### config.mk
export PLATFORM = sky130hd
export DESIGN_NAME = state_space_euler_step_unit
export DESIGN_NICKNAME = d
export VERILOG_FILES = /design/src/sseu_pkg.sv /design/src/sseu_regs.sv /design/src/sseu_dp.sv /design/src/sseu_ctrl.sv /design/src/state_space_euler_step_unit.sv
export SDC_FILE = /design/constraint.sdc
export NUM_CORES = 2
export LEC_CHECK = 0
export ABC_AREA = 1
export BUFFER_PORTS_ARGS = -buffer_cell sky130_fd_sc_hd__buf_2
export CAP_MARGIN = 10
export CORE_MARGIN = 5
export CORE_UTILIZATION = 45
export CTS_BUF_LIST = sky130_fd_sc_hd__clkbuf_4 sky130_fd_sc_hd__clkbuf_8
export DETAILED_ROUTE_END_ITERATION = 8
export GPL_ROUTABILITY_DRIVEN = 0
export GPL_TIMING_DRIVEN = 1
export HOLD_SLACK_MARGIN = 0.02
export PLACE_DENSITY = 0.71
export SLEW_MARGIN = 10
export SYNTH_ARGS = -nofsm -noshare
export SYNTH_HDL_FRONTEND = slang
export SYNTH_SLANG_ARGS = --single-unit
### constraint.sdc
create_clock -name clk -period 9.2 [get_ports clk]
set_input_delay 0.92 -clock clk [delete_from_list [all_inputs] [get_ports clk]]
set_output_delay 0.92 -clock clk [all_outputs]
set_load 0.01 [all_outputs]
### src/sseu_pkg.sv
// Shared types and codes for the state-space Euler step unit.
`default_nettype none

package sseu_pkg;

  localparam int ADDR_W = 6;
  localparam int DATA_W = 64;

  // Register indexes (paddr[5:3])
  localparam logic [2:0] REG_A_ROW0  = 3'd0;
  localparam logic [2:0] REG_A_ROW1  = 3'd1;
  localparam logic [2:0] REG_B_COL   = 3'd2;
  localparam logic [2:0] REG_C_ROW   = 3'd3;
  localparam logic [2:0] REG_STEP_DT = 3'd4;
  localparam logic [2:0] REG_X_INIT  = 3'd5;

  // Multiplier operand pairs
  localparam logic [3:0] MUL_B0U   = 4'd0;
  localparam logic [3:0] MUL_A00X0 = 4'd1;
  localparam logic [3:0] MUL_A01X1 = 4'd2;
  localparam logic [3:0] MUL_B1U   = 4'd3;
  localparam logic [3:0] MUL_A10X0 = 4'd4;
  localparam logic [3:0] MUL_A11X1 = 4'd5;
  localparam logic [3:0] MUL_D0DT  = 4'd6;
  localparam logic [3:0] MUL_D1DT  = 4'd7;
  localparam logic [3:0] MUL_C0X0  = 4'd8;
  localparam logic [3:0] MUL_C1X1  = 4'd9;

  // Accumulator operations
  localparam logic [2:0] ACC_HOLD   = 3'd0;
  localparam logic [2:0] ACC_LOAD   = 3'd1;
  localparam logic [2:0] ACC_ADD    = 3'd2;
  localparam logic [2:0] ACC_LOADX0 = 3'd3;
  localparam logic [2:0] ACC_LOADX1 = 3'd4;

  typedef struct packed {
    logic [63:0] a_row0;
    logic [63:0] a_row1;
    logic [63:0] b_col;
    logic [63:0] c_row;
    logic [30:0] step_dt;
    logic [63:0] x_init;
  } cfg_t;

  typedef struct packed {
    logic       load_item;
    logic       mul_en;
    logic [3:0] mul_sel;
    logic [2:0] acc_op;
    logic       wr_d0;
    logic       wr_d1;
    logic       wr_x0;
    logic       wr_x1;
    logic       wr_y;
  } dp_cmd_t;

endpackage

`default_nettype wire

### src/sseu_regs.sv
// Configuration register file behind the APB-style port.
`default_nettype none

module sseu_regs
  import sseu_pkg::*;
(
  input  wire logic              clk,
  input  wire logic              rst,
  input  wire logic              psel,
  input  wire logic              penable,
  input  wire logic              pwrite,
  input  wire logic [ADDR_W-1:0] paddr,
  input  wire logic [DATA_W-1:0] pwdata,
  output logic      [DATA_W-1:0] prdata,
  output logic                   pready,
  output cfg_t                   cfg
);

  logic [2:0] idx;
  logic       wr;

  assign idx    = paddr[ADDR_W-1:3];
  assign wr     = psel && penable && pwrite;
  assign pready = 1'b1;

  always_ff @(posedge clk) begin
    if (rst) begin
      cfg <= '0;
    end else if (wr) begin
      case (idx)
        REG_A_ROW0:  cfg.a_row0  <= pwdata;
        REG_A_ROW1:  cfg.a_row1  <= pwdata;
        REG_B_COL:   cfg.b_col   <= pwdata;
        REG_C_ROW:   cfg.c_row   <= pwdata;
        REG_STEP_DT: cfg.step_dt <= pwdata[30:0];
        REG_X_INIT:  cfg.x_init  <= pwdata;
        default: ;
      endcase
    end
  end

  always_comb begin
    case (idx)
      REG_A_ROW0:  prdata = cfg.a_row0;
      REG_A_ROW1:  prdata = cfg.a_row1;
      REG_B_COL:   prdata = cfg.b_col;
      REG_C_ROW:   prdata = cfg.c_row;
      REG_STEP_DT: prdata = {33'd0, cfg.step_dt};
      REG_X_INIT:  prdata = cfg.x_init;
      default:     prdata = '0;
    endcase
  end

endmodule

`default_nettype wire

### src/sseu_dp.sv
// Datapath: shared multiplier, accumulator, state, derivative and output registers.
`default_nettype none

module sseu_dp
  import sseu_pkg::*;
#(
  parameter int FRAC_BITS = 16,
  parameter int STATES    = 2
) (
  input  wire logic               clk,
  input  wire logic               restart,
  input  wire logic signed [31:0] sample_in,
  input  wire cfg_t               cfg,
  input  wire dp_cmd_t            cmd,
  output logic signed [31:0]      y_out
);

  localparam int  FS_W  = 64 - FRAC_BITS;
  localparam int  ACC_W = FS_W + 2;
  localparam bit  TWO   = (STATES >= 2);

  logic signed [31:0]      u;
  logic signed [31:0]      x0, x1;
  logic signed [31:0]      d0, d1;
  logic signed [63:0]      preg;
  logic signed [ACC_W-1:0] acc;
  logic signed [ACC_W-1:0] acc_next;
  logic signed [31:0]      ma, mb;
  logic signed [FS_W-1:0]  fs;
  logic signed [ACC_W-1:0] fs_ext;
  logic signed [31:0]      acc_sat;

  function automatic logic signed [31:0] sat32(input logic signed [ACC_W-1:0] v);
    logic [ACC_W-32:0] hi;
    hi = v[ACC_W-1:31];
    if ((&hi) || !(|hi))
      return $signed(v[31:0]);
    else if (v[ACC_W-1])
      return 32'sh8000_0000;
    else
      return 32'sh7fff_ffff;
  endfunction

  always_comb begin
    ma = '0;
    mb = '0;
    case (cmd.mul_sel)
      MUL_B0U:   begin ma = $signed(cfg.b_col[31:0]);   mb = u;  end
      MUL_A00X0: begin ma = $signed(cfg.a_row0[31:0]);  mb = x0; end
      MUL_A01X1: begin ma = $signed(cfg.a_row0[63:32]); mb = x1; end
      MUL_B1U:   begin ma = $signed(cfg.b_col[63:32]);  mb = u;  end
      MUL_A10X0: begin ma = $signed(cfg.a_row1[31:0]);  mb = x0; end
      MUL_A11X1: begin ma = $signed(cfg.a_row1[63:32]); mb = x1; end
      MUL_D0DT:  begin ma = d0; mb = $signed({1'b0, cfg.step_dt}); end
      MUL_D1DT:  begin ma = d1; mb = $signed({1'b0, cfg.step_dt}); end
      MUL_C0X0:  begin ma = $signed(cfg.c_row[31:0]);   mb = x0; end
      MUL_C1X1:  begin ma = $signed(cfg.c_row[63:32]);  mb = x1; end
      default: ;
    endcase
    // single-state build: every term touching element 1 drops out
    if (!TWO && (cmd.mul_sel inside {MUL_A01X1, MUL_B1U, MUL_A10X0, MUL_A11X1,
                                     MUL_D1DT, MUL_C1X1})) begin
      ma = '0;
      mb = '0;
    end
  end

  // floor shift is an arithmetic right shift of the registered product
  assign fs      = preg[63:FRAC_BITS];
  assign fs_ext  = {{(ACC_W-FS_W){fs[FS_W-1]}}, fs};
  assign acc_sat = sat32(acc);

  always_comb begin
    case (cmd.acc_op)
      ACC_LOAD:   acc_next = fs_ext;
      ACC_ADD:    acc_next = acc + fs_ext;
      ACC_LOADX0: acc_next = {{(ACC_W-32){x0[31]}}, x0} + fs_ext;
      ACC_LOADX1: acc_next = {{(ACC_W-32){x1[31]}}, x1} + fs_ext;
      default:    acc_next = acc;
    endcase
  end

  always_ff @(posedge clk) begin
    if (cmd.load_item) begin
      u <= sample_in;
    end
    if (cmd.mul_en) begin
      preg <= ma * mb;
    end
    acc <= acc_next;
    if (cmd.wr_d0) begin
      d0 <= acc_sat;
    end
    if (cmd.wr_d1) begin
      d1 <= acc_sat;
    end
    if (cmd.wr_y) begin
      y_out <= acc_sat;
    end
  end

  // state is control-visible: reset value is zero
  always_ff @(posedge clk) begin
    if (cmd.load_item && restart) begin
      x0 <= $signed(cfg.x_init[31:0]);
      if (TWO) begin
        x1 <= $signed(cfg.x_init[63:32]);
      end
    end else begin
      if (cmd.wr_x0) begin
        x0 <= acc_sat;
      end
      if (cmd.wr_x1 && TWO) begin
        x1 <= acc_sat;
      end
    end
  end

endmodule

`default_nettype wire

### src/sseu_ctrl.sv
// Controller: handshakes and the fixed step sequence that drives the datapath.
`default_nettype none

module sseu_ctrl
  import sseu_pkg::*;
(
  input  wire logic clk,
  input  wire logic rst,
  input  wire logic in_valid,
  output logic      in_ready,
  output logic      out_valid,
  input  wire logic out_ready,
  output dp_cmd_t   cmd,
  output logic      clear_state
);

  localparam logic ST_IDLE = 1'b0;
  localparam logic ST_RUN  = 1'b1;

  localparam logic [3:0] STEP_LAST = 4'd13;

  logic       state, state_next;
  logic [3:0] step, step_next;
  logic       out_valid_next;
  logic       accept;
  logic       stall;
  logic       run;
  logic       finish;
  dp_cmd_t    prog;

  // Product issued in step k is accumulated in step k+1; saturated writes
  // read the accumulator before that step's update.
  function automatic dp_cmd_t program_step(input logic [3:0] s);
    dp_cmd_t c;
    c = '0;
    c.mul_sel = MUL_B0U;
    c.acc_op  = ACC_HOLD;
    case (s)
      4'd0:  begin c.mul_en = 1'b1; c.mul_sel = MUL_B0U; end
      4'd1:  begin c.mul_en = 1'b1; c.mul_sel = MUL_A00X0; c.acc_op = ACC_LOAD; end
      4'd2:  begin c.mul_en = 1'b1; c.mul_sel = MUL_A01X1; c.acc_op = ACC_ADD; end
      4'd3:  begin c.mul_en = 1'b1; c.mul_sel = MUL_B1U;   c.acc_op = ACC_ADD; end
      4'd4:  begin
        c.mul_en = 1'b1; c.mul_sel = MUL_A10X0; c.acc_op = ACC_LOAD; c.wr_d0 = 1'b1;
      end
      4'd5:  begin c.mul_en = 1'b1; c.mul_sel = MUL_A11X1; c.acc_op = ACC_ADD; end
      4'd6:  begin c.mul_en = 1'b1; c.mul_sel = MUL_D0DT;  c.acc_op = ACC_ADD; end
      4'd7:  begin c.acc_op = ACC_LOADX0; c.wr_d1 = 1'b1; end
      4'd8:  begin c.mul_en = 1'b1; c.mul_sel = MUL_D1DT; c.wr_x0 = 1'b1; end
      4'd9:  begin c.mul_en = 1'b1; c.mul_sel = MUL_C0X0; c.acc_op = ACC_LOADX1; end
      4'd10: begin c.acc_op = ACC_LOAD; c.wr_x1 = 1'b1; end
      4'd11: begin c.mul_en = 1'b1; c.mul_sel = MUL_C1X1; end
      4'd12: begin c.acc_op = ACC_ADD; end
      4'd13: begin c.wr_y = 1'b1; end
      default: ;
    endcase
    return c;
  endfunction

  assign in_ready = (state == ST_IDLE);
  assign accept   = in_valid && in_ready;
  // last step waits while the previous result is still held
  assign stall    = (step == STEP_LAST) && out_valid && !out_ready;
  assign run      = (state == ST_RUN) && !stall;
  assign finish   = run && (step == STEP_LAST);
  assign prog     = program_step(step);

  always_comb begin
    cmd           = '0;
    cmd.mul_sel   = prog.mul_sel;
    cmd.acc_op    = ACC_HOLD;
    cmd.load_item = accept;
    if (run) begin
      cmd.mul_en = prog.mul_en;
      cmd.acc_op = prog.acc_op;
      cmd.wr_d0  = prog.wr_d0;
      cmd.wr_d1  = prog.wr_d1;
      cmd.wr_x0  = prog.wr_x0;
      cmd.wr_x1  = prog.wr_x1;
      cmd.wr_y   = prog.wr_y;
    end
  end

  assign clear_state = rst;

  always_comb begin
    state_next = state;
    step_next  = step;
    case (state)
      ST_IDLE: begin
        if (accept) begin
          state_next = ST_RUN;
          step_next  = '0;
        end
      end
      ST_RUN: begin
        if (finish) begin
          state_next = ST_IDLE;
          step_next  = '0;
        end else if (run) begin
          step_next = step + 4'd1;
        end
      end
      default: begin
        state_next = ST_IDLE;
        step_next  = '0;
      end
    endcase
    out_valid_next = finish || (out_valid && !out_ready);
  end

  always_ff @(posedge clk) begin
    if (rst) begin
      state     <= ST_IDLE;
      step      <= '0;
      out_valid <= 1'b0;
    end else begin
      state     <= state_next;
      step      <= step_next;
      out_valid <= out_valid_next;
    end
  end

`ifndef SYNTH
  a_busy_after_accept: assert property (@(posedge clk) disable iff (rst)
    accept |=> !in_ready && (step == '0))
    else $error("request accepted but sequencer did not start at step zero");

  a_step_bound: assert property (@(posedge clk) disable iff (rst)
    step <= STEP_LAST)
    else $error("sequence step out of range");

  a_idle_step_zero: assert property (@(posedge clk) disable iff (rst)
    (state == ST_IDLE) |-> (step == '0))
    else $error("idle with nonzero step");

  a_finish_valid: assert property (@(posedge clk) disable iff (rst)
    finish |=> out_valid && in_ready)
    else $error("finished sequence did not present a result");
`endif

endmodule

`default_nettype wire

### src/state_space_euler_step_unit.sv
// Top level of the forward-Euler state-space step unit.
// Each accepted request (restart flag, control sample u) advances a two-state
// linear system by one forward-Euler step in signed fixed point with FRAC_BITS
// fraction bits (floor-shifted products, 32-bit saturation) and returns
// y = c*x of the new state. A restart reloads the state from x_init first;
// the state resets to zero. One shared 32x32 multiplier works through the ten
// products of a step, so the result lands in the output register at the end
// of the step sequence, and the unit takes no new request before that
// sequence has finished. The output register frees the input side,
// but the final step of the next item waits while an earlier result is
// still unread. Registers sit at byte address 8*i with 64-bit data; writes
// belong to idle periods only.
`default_nettype none

module state_space_euler_step_unit
  import sseu_pkg::*;
#(
  parameter int FRAC_BITS = 16,
  parameter int STATES    = 2
) (
  input  wire logic               clk,
  input  wire logic               rst,
  input  wire logic               in_valid,
  output logic                    in_ready,
  input  wire logic               restart,
  input  wire logic signed [31:0] sample_in,
  output logic                    out_valid,
  input  wire logic               out_ready,
  output logic signed [31:0]      y_out,
  input  wire logic               psel,
  input  wire logic               penable,
  input  wire logic               pwrite,
  input  wire logic [ADDR_W-1:0]  paddr,
  input  wire logic [DATA_W-1:0]  pwdata,
  output logic      [DATA_W-1:0]  prdata,
  output logic                    pready
);

  cfg_t    cfg;
  dp_cmd_t cmd;
  dp_cmd_t dp_cmd;
  logic    clear_state;

  sseu_regs u_regs (
    .clk     (clk),
    .rst     (rst),
    .psel    (psel),
    .penable (penable),
    .pwrite  (pwrite),
    .paddr   (paddr),
    .pwdata  (pwdata),
    .prdata  (prdata),
    .pready  (pready),
    .cfg     (cfg)
  );

  sseu_ctrl u_ctrl (
    .clk         (clk),
    .rst         (rst),
    .in_valid    (in_valid),
    .in_ready    (in_ready),
    .out_valid   (out_valid),
    .out_ready   (out_ready),
    .cmd         (cmd),
    .clear_state (clear_state)
  );

  // reset clears the state vector by a forced reload from zero
  always_comb begin
    dp_cmd = cmd;
    if (clear_state) begin
      dp_cmd.load_item = 1'b1;
      dp_cmd.wr_x0     = 1'b0;
      dp_cmd.wr_x1     = 1'b0;
    end
  end

  sseu_dp #(
    .FRAC_BITS (FRAC_BITS),
    .STATES    (STATES)
  ) u_dp (
    .clk       (clk),
    .restart   (restart || clear_state),
    .sample_in (sample_in),
    .cfg       (clear_state ? cfg_t'('0) : cfg),
    .cmd       (dp_cmd),
    .y_out     (y_out)
  );

endmodule

`default_nettype wire
==> Word-level counts from Yosys, hierarchy flattened <==
Index checks and enable logic that the tools add are counted.
{ "word_totals": {"inputBits": 110, "ff_bits": 663, "out_inout_bits": 99, "word_cells": 121} }
{ "op_classes": {"n_mul": 1, "eq_ne": 33, "addsub": 4, "reduce_logical": 36, "n_bitwise": 1, "mux": 29} }
{ "ops": {"columns": ["operator", "n"], "rows": [
  ["$pmux W64 S6", 1],
  ["$mux W351", 1],
  ["$pmux W32 S10", 1],
  ["$pmux W50 S4", 1],
  ["$mux W32", 6],
  ["$pmux W32 S4", 1],
  ["$add A32 B48 Y49", 2],
  ["$mul A32 B32 Y64", 1],
  ["$add A50 B48 Y50", 1],
  ["$pmux W5 S10", 1],
  ["$eq A4 B3 Y1 const B", 8],
  ["$eq A4 B4 Y1 const B", 8],
  ["$reduce_and A19 Y1", 1],
  ["$reduce_or A19 Y1", 1],
  ["$eq A4 B2 Y1 const B", 4],
  ["$reduce_and A2 Y1", 7],
  ["$eq A3 B2 Y1 const B", 4],
  ["$mux W4", 3],
  ["$pmux W3 S4", 1],
  ["$eq A3 B3 Y1 const B", 3],
  ["$logic_and A1 B1 Y1", 9],
  ["$mux W1", 9],
  ["$reduce_or A3 Y1", 3],
  ["$eq A4 B1 Y1 const B", 2],
  ["other kinds (17)", 25]
]} }

==> Logic depth before layout (Yosys ltp) <==
{ "depth": {"word_depth": 9, "mapped_depth": 46, "depth_no_buf": 44} }

==> By module <==
From an unflattened synthesis, not the netlist that was laid out.
{ "unflattened": {"hier_cells": 11232, "area_unflattened_um2": 80603.6} }
{ "by_module_without_submodules": {"columns": ["module", "instances", "area_per_inst_um2", "cells_per_inst", "seq_area_each_um2"], "rows": [
  ["sseu_dp", 1, 60078.9, 7633, 8708.4],
  ["sseu_regs", 1, 17033.8, 2748, 7026.7],
  ["state_space_euler_step_unit", 1, 2891.5, 750, 0.0],
  ["sseu_ctrl", 1, 599.3, 101, 120.1]
]} }

==> Worst setup path before layout <==
OpenSTA, ideal clock, no wires.
{ "synth_path": {"path_type": "reg-to-reg", "startpoint": "register u_ctrl.step[0]", "endpoint": "register u_dp.preg[60] (data pin)", "arrival_ns": 8.805, "setup_time_ns": 0.252, "path_slack_ns": 0.142, "period_less_slack_ns": 9.058, "path_stages_with_launch": 39, "required_time_ns": 8.948, "path_cell_list": "dfxtp_1 inv_1 ha_1 inv_1 nand2_1 nand2_1 nand3_4 nand2_1 nor2_1 buf_2 nand2_1 o21ai_1 a2111oi_0 o211ai_1 buf_2 nand2_1 inv_1 fa_1 [3 not listed] inv_1 fa_1 inv_1 fa_1 inv_1 fa_1 inv_1 fa_1 ha_1 a21oi_1 o21a_1 o21ai_0 inv_1 nor2_1 a2111oi_0 nand2_1 nand2_1 nand2_1"} }
{ "synth_via": {"elab_chain_len": 6, "elab_cells_between_ends": 28} }
{ "synth_lines": {"columns": ["item", "line", "rtl"], "rows": [
  ["start, declared", "sseu_ctrl.sv:23", "logic [3:0] step, step_next;"],
  ["start signal, assigned", "sseu_ctrl.sv:119", "step <= step_next;"],
  ["$eq A4 B4 Y1 (tied with other cells)", "sseu_ctrl.sv:38", "case (s)"],
  ["$pmux W5 S10 *", "sseu_ctrl.sv:38", null],
  ["$eq A4 B2 Y1 (tied with other cells)", "sseu_dp.sv:47", "case (cmd.mul_sel)"],
  ["$reduce_or A3 Y1 (no source line) or $reduce_or A2 Y1 (tied branches)", null, null],
  ["$pmux W32 S4", "sseu_dp.sv:47", null],
  ["$mul A32 B32 Y64 *", "sseu_dp.sv:88", "preg <= ma * mb;"],
  ["end signal, assigned", "sseu_dp.sv:88", null],
  ["end, declared", "sseu_dp.sv:25", "logic signed [63:0] preg;"]
]} }
Every way passes the cells marked *; elsewhere a longest branch is shown, timed or not.
A chain may end at the register's enable or synchronous reset.

==> Final worst setup path <==
{ "layout_path": {"startpoint": "register u_ctrl.step[0]", "endpoint": "register u_dp.preg[63] (data pin)"} }
Same word-level chain as after synthesis.

==> flow_summary.toml <==
[sta]
worstMarginPinSlew_ns = 1.32
slew_violations = 0
layout_setup_ws_ns = -0.0278
finalHoldViolations = 0
grt_setup_unrepaired = "true"
fin_crit_sh = 1.00
max_slew_margin = 0.108
period_minus_slack_ns = 9.23
skew_ns = 0.0829
max_freq_mhz = 108
setup_viol_count_final = 9
hold_ws_ns = 0.283

[setup_path]
crit_type = "reg2reg"
critPathTopFamily = "adder cells"
arrival_ns = 9.76
r2r_slack_ns = -0.03
cp_num_buf_inv = 16
critPathCaptureType = "flip-flop"
worstRegToRegCells = 43
crit_path_max_fanout = 7
worstSetupStartpointType = "flip-flop"
slowest_delay_ns = 0.58
slowest_stage = "fa_1"
cp.required_ns = 9.73
r2r-end = "u_dp.preg[63]"
cpMostUsedCell = "fa_1"
timing.rr.start = "u_ctrl.step[0]"

[synthesis]
synth_cells = 9414
synth.distinct_cells = 55
synth_seq_cells = 647
syn_nets = 10900
synth_area_per_cell_um2 = 7.84
yosys_warnings = 0
synth-edff-count = 290
synth.area.top_cells = "fa_1, edfxtp_1, inv_1"
synth_top_area_cell = "fa_1"
async_reset_ff_frac = 0
netlist_area_mm2 = 0.0738
synth_top_area_frac = 0.294
synth_ff_type = "dfxtp_1"
seq_area_frac_synth = 0.215

[layout]
layout.cells.non_filler = 12300
mostFrequentLayoutCells = "inv_1, nand2_1, fa_1"
n_fill_cell = 14400
drive_above_1_share = 0.173
final_common_cell = "inv_1"
multi_input_area_mm2 = 0.0514
area_growth_pct = 20.0
post-route-util = 0.544
regArea_mm2 = 0.0159
nNetsFinal = 11600

[outcome]
status = "finished, violations left"
violations = "setup timing"

[min_path]
hold_depth = 1
min_path_type = "in2reg"
min-delay-start = "sample_in[10]"
whs_endpoint = "u_dp.u[10]"

[grt]
grt_pass1_vias = 68600
antenna_found_initial = 16
grt_pass1_wl_um = 393000
grt_usage = 0.291
overflow = 0
grt_max_degree = 137

[detailed_routing]
wirelength_um = 270000
drt-pass1-iter-count = 9
route.detailed.drc = 0
routedWlPerCell_um = 21.9
drtAntennaViolNets = 0
viasPerCell = 5.63
drtIter0Drc = 7656
num_vias = 69500

[job]
drv_cap = 0

[clock_network]
h-tree-depth = 3
clk_path_buf_depth = 3
cts_sinks = 647
clk_pin_slew_ns = 0.07
clock_tree.root_cell = "clkbuf_8"
clk_latency_ns = 0.85
cts_tree = "yes"
cts-buffers-inserted = 99

[power]
ir_worst_vdd_uv = 120
p_per_area_mw_per_mm2 = 124
p_leak_nw = 43.8

[placement]
place_ws_ns = -0.266
dp_hpwl_um = 200000
io_buffers = 204
placed_cells = 12000

[floorplan]
coreArea_mm2 = 0.163
initial_core_util = 0.453
die_h_um = 415
die_width_um = 415
io_pins = 209
die_area_mm2 = 0.172
rows = 148
## Yosys cell counts (56+ instances only)
library cell,number
dfxtp_1,357
o21ai_0,743
a21oi_1,530
nand4_1,56
a31oi_1,71
a221oi_1,59
clkbuf_1,332
nand2_1,1985
inv_1,2025
ha_1,329
buf_2,72
nand3_1,196
edfxtp_1,290
fa_1,1084
nor2_1,731
## worst max path at each step
stage	start	endpoint	cells after the start
floorplan	u_ctrl.step[0]	u_dp.preg[60]	38
global placement	u_ctrl.step[1]	u_dp.preg[62]	41
detailed placement	u_ctrl.step[0]	u_dp.preg[54]	39
CTS	u_ctrl.step[0]	u_dp.preg[54]	48
global route	u_ctrl.step[0]	u_dp.preg[63]	41
finish	u_ctrl.step[0]	u_dp.preg[63]	43
## where the power goes
part           total, mW  internal (mW)  switching (mW)
registers           3.36           3.18           0.182
clock network       2.65           1.39            1.26
logic               4.94           1.89            3.05
total               11.0           6.45            4.50
## sequential cells by signal, summed over array words and instances (netlist names), 32 cells and up
register and cells:
u_dp.x0 32, u_dp.d1 32, u_dp.u 32, u_dp.acc 50
u_regs.cfg 351, u_dp.d0 32, u_dp.y_out 32, u_dp.preg 48
u_dp.x1 32
## area by class of cell
class | count | share of cell area
inverters | 2049 | 0.0874
repair inverters | 1 | 0.0000988
diodes | 8 | 0.000226
flip-flops and latches | 647 | 0.179
repair buffers | 986 | 0.0985
well taps | 2175 | 0.0307
clock buffers | 148 | 0.0205
clock inverters | 31 | 0.00347
multi-input cells | 6300 | 0.580
## kinds of logic (layout without fill, tap and decap cells)
family / count (synthesis) / count (layout) / synth area share
AOI/OAI and AO/OA: 1712 / 1713 / 0.132
other: 1 / 9 / 0.0000508
DFF: 647 / 647 / 0.215
xor gates and xnor gates: 69 / 69 / 0.00819
adders and majority gates: 1413 / 1413 / 0.350
buffers and inverters: 2468 / 3215 / 0.127
and+or+nand+nor: 3104 / 3104 / 0.168
## repair_timing
item | 4_1_cts | 5_1_grt
setup endpoints to repair | 34 | 47
setup buffers | 28 | 97
pin swaps | 37 | 191
resized for setup | 115 | 596
gates cloned | 4 | 18
hold buffers | 0 | 0
## layer usage
layer / global-route usage / part of all wire / up-vias
met5: 0 / 0.00023 / -
met4: 0.172 / 0.082 / 10
li1: - / - / 30700
met2: 0.460 / 0.44 / 4284
met3: 0.0660 / 0.12 / 1039
met1: 0.366 / 0.36 / 33500
## worst register-to-register path, delay by kind of cell, from the launching register on
| kind | cells | cell delay, ns |
|---|---|---|
| AND/OR/NAND/NOR | 13 | 1.48 |
| flip-flops | 1 | 0.41 |
| adder cells (fa/ha/maj) | 10 | 4.58 |
| AO/OA/AOI/OAI | 4 | 0.79 |
| buffers and inverters | 16 | 1.70 |
## through the flow
stage	area [um2]	setup TNS (ns)	power, mW
finish	88600	-0.121	11.0
global route	88600	-6.66	11.4
CTS	85100	0	10.4
detailed placement	82200	-3.82	7.71
global placement	82200	-1.16	7.64
floorplan	73800	0	5.77
Note: power is estimated with default switching activity, not from simulation.
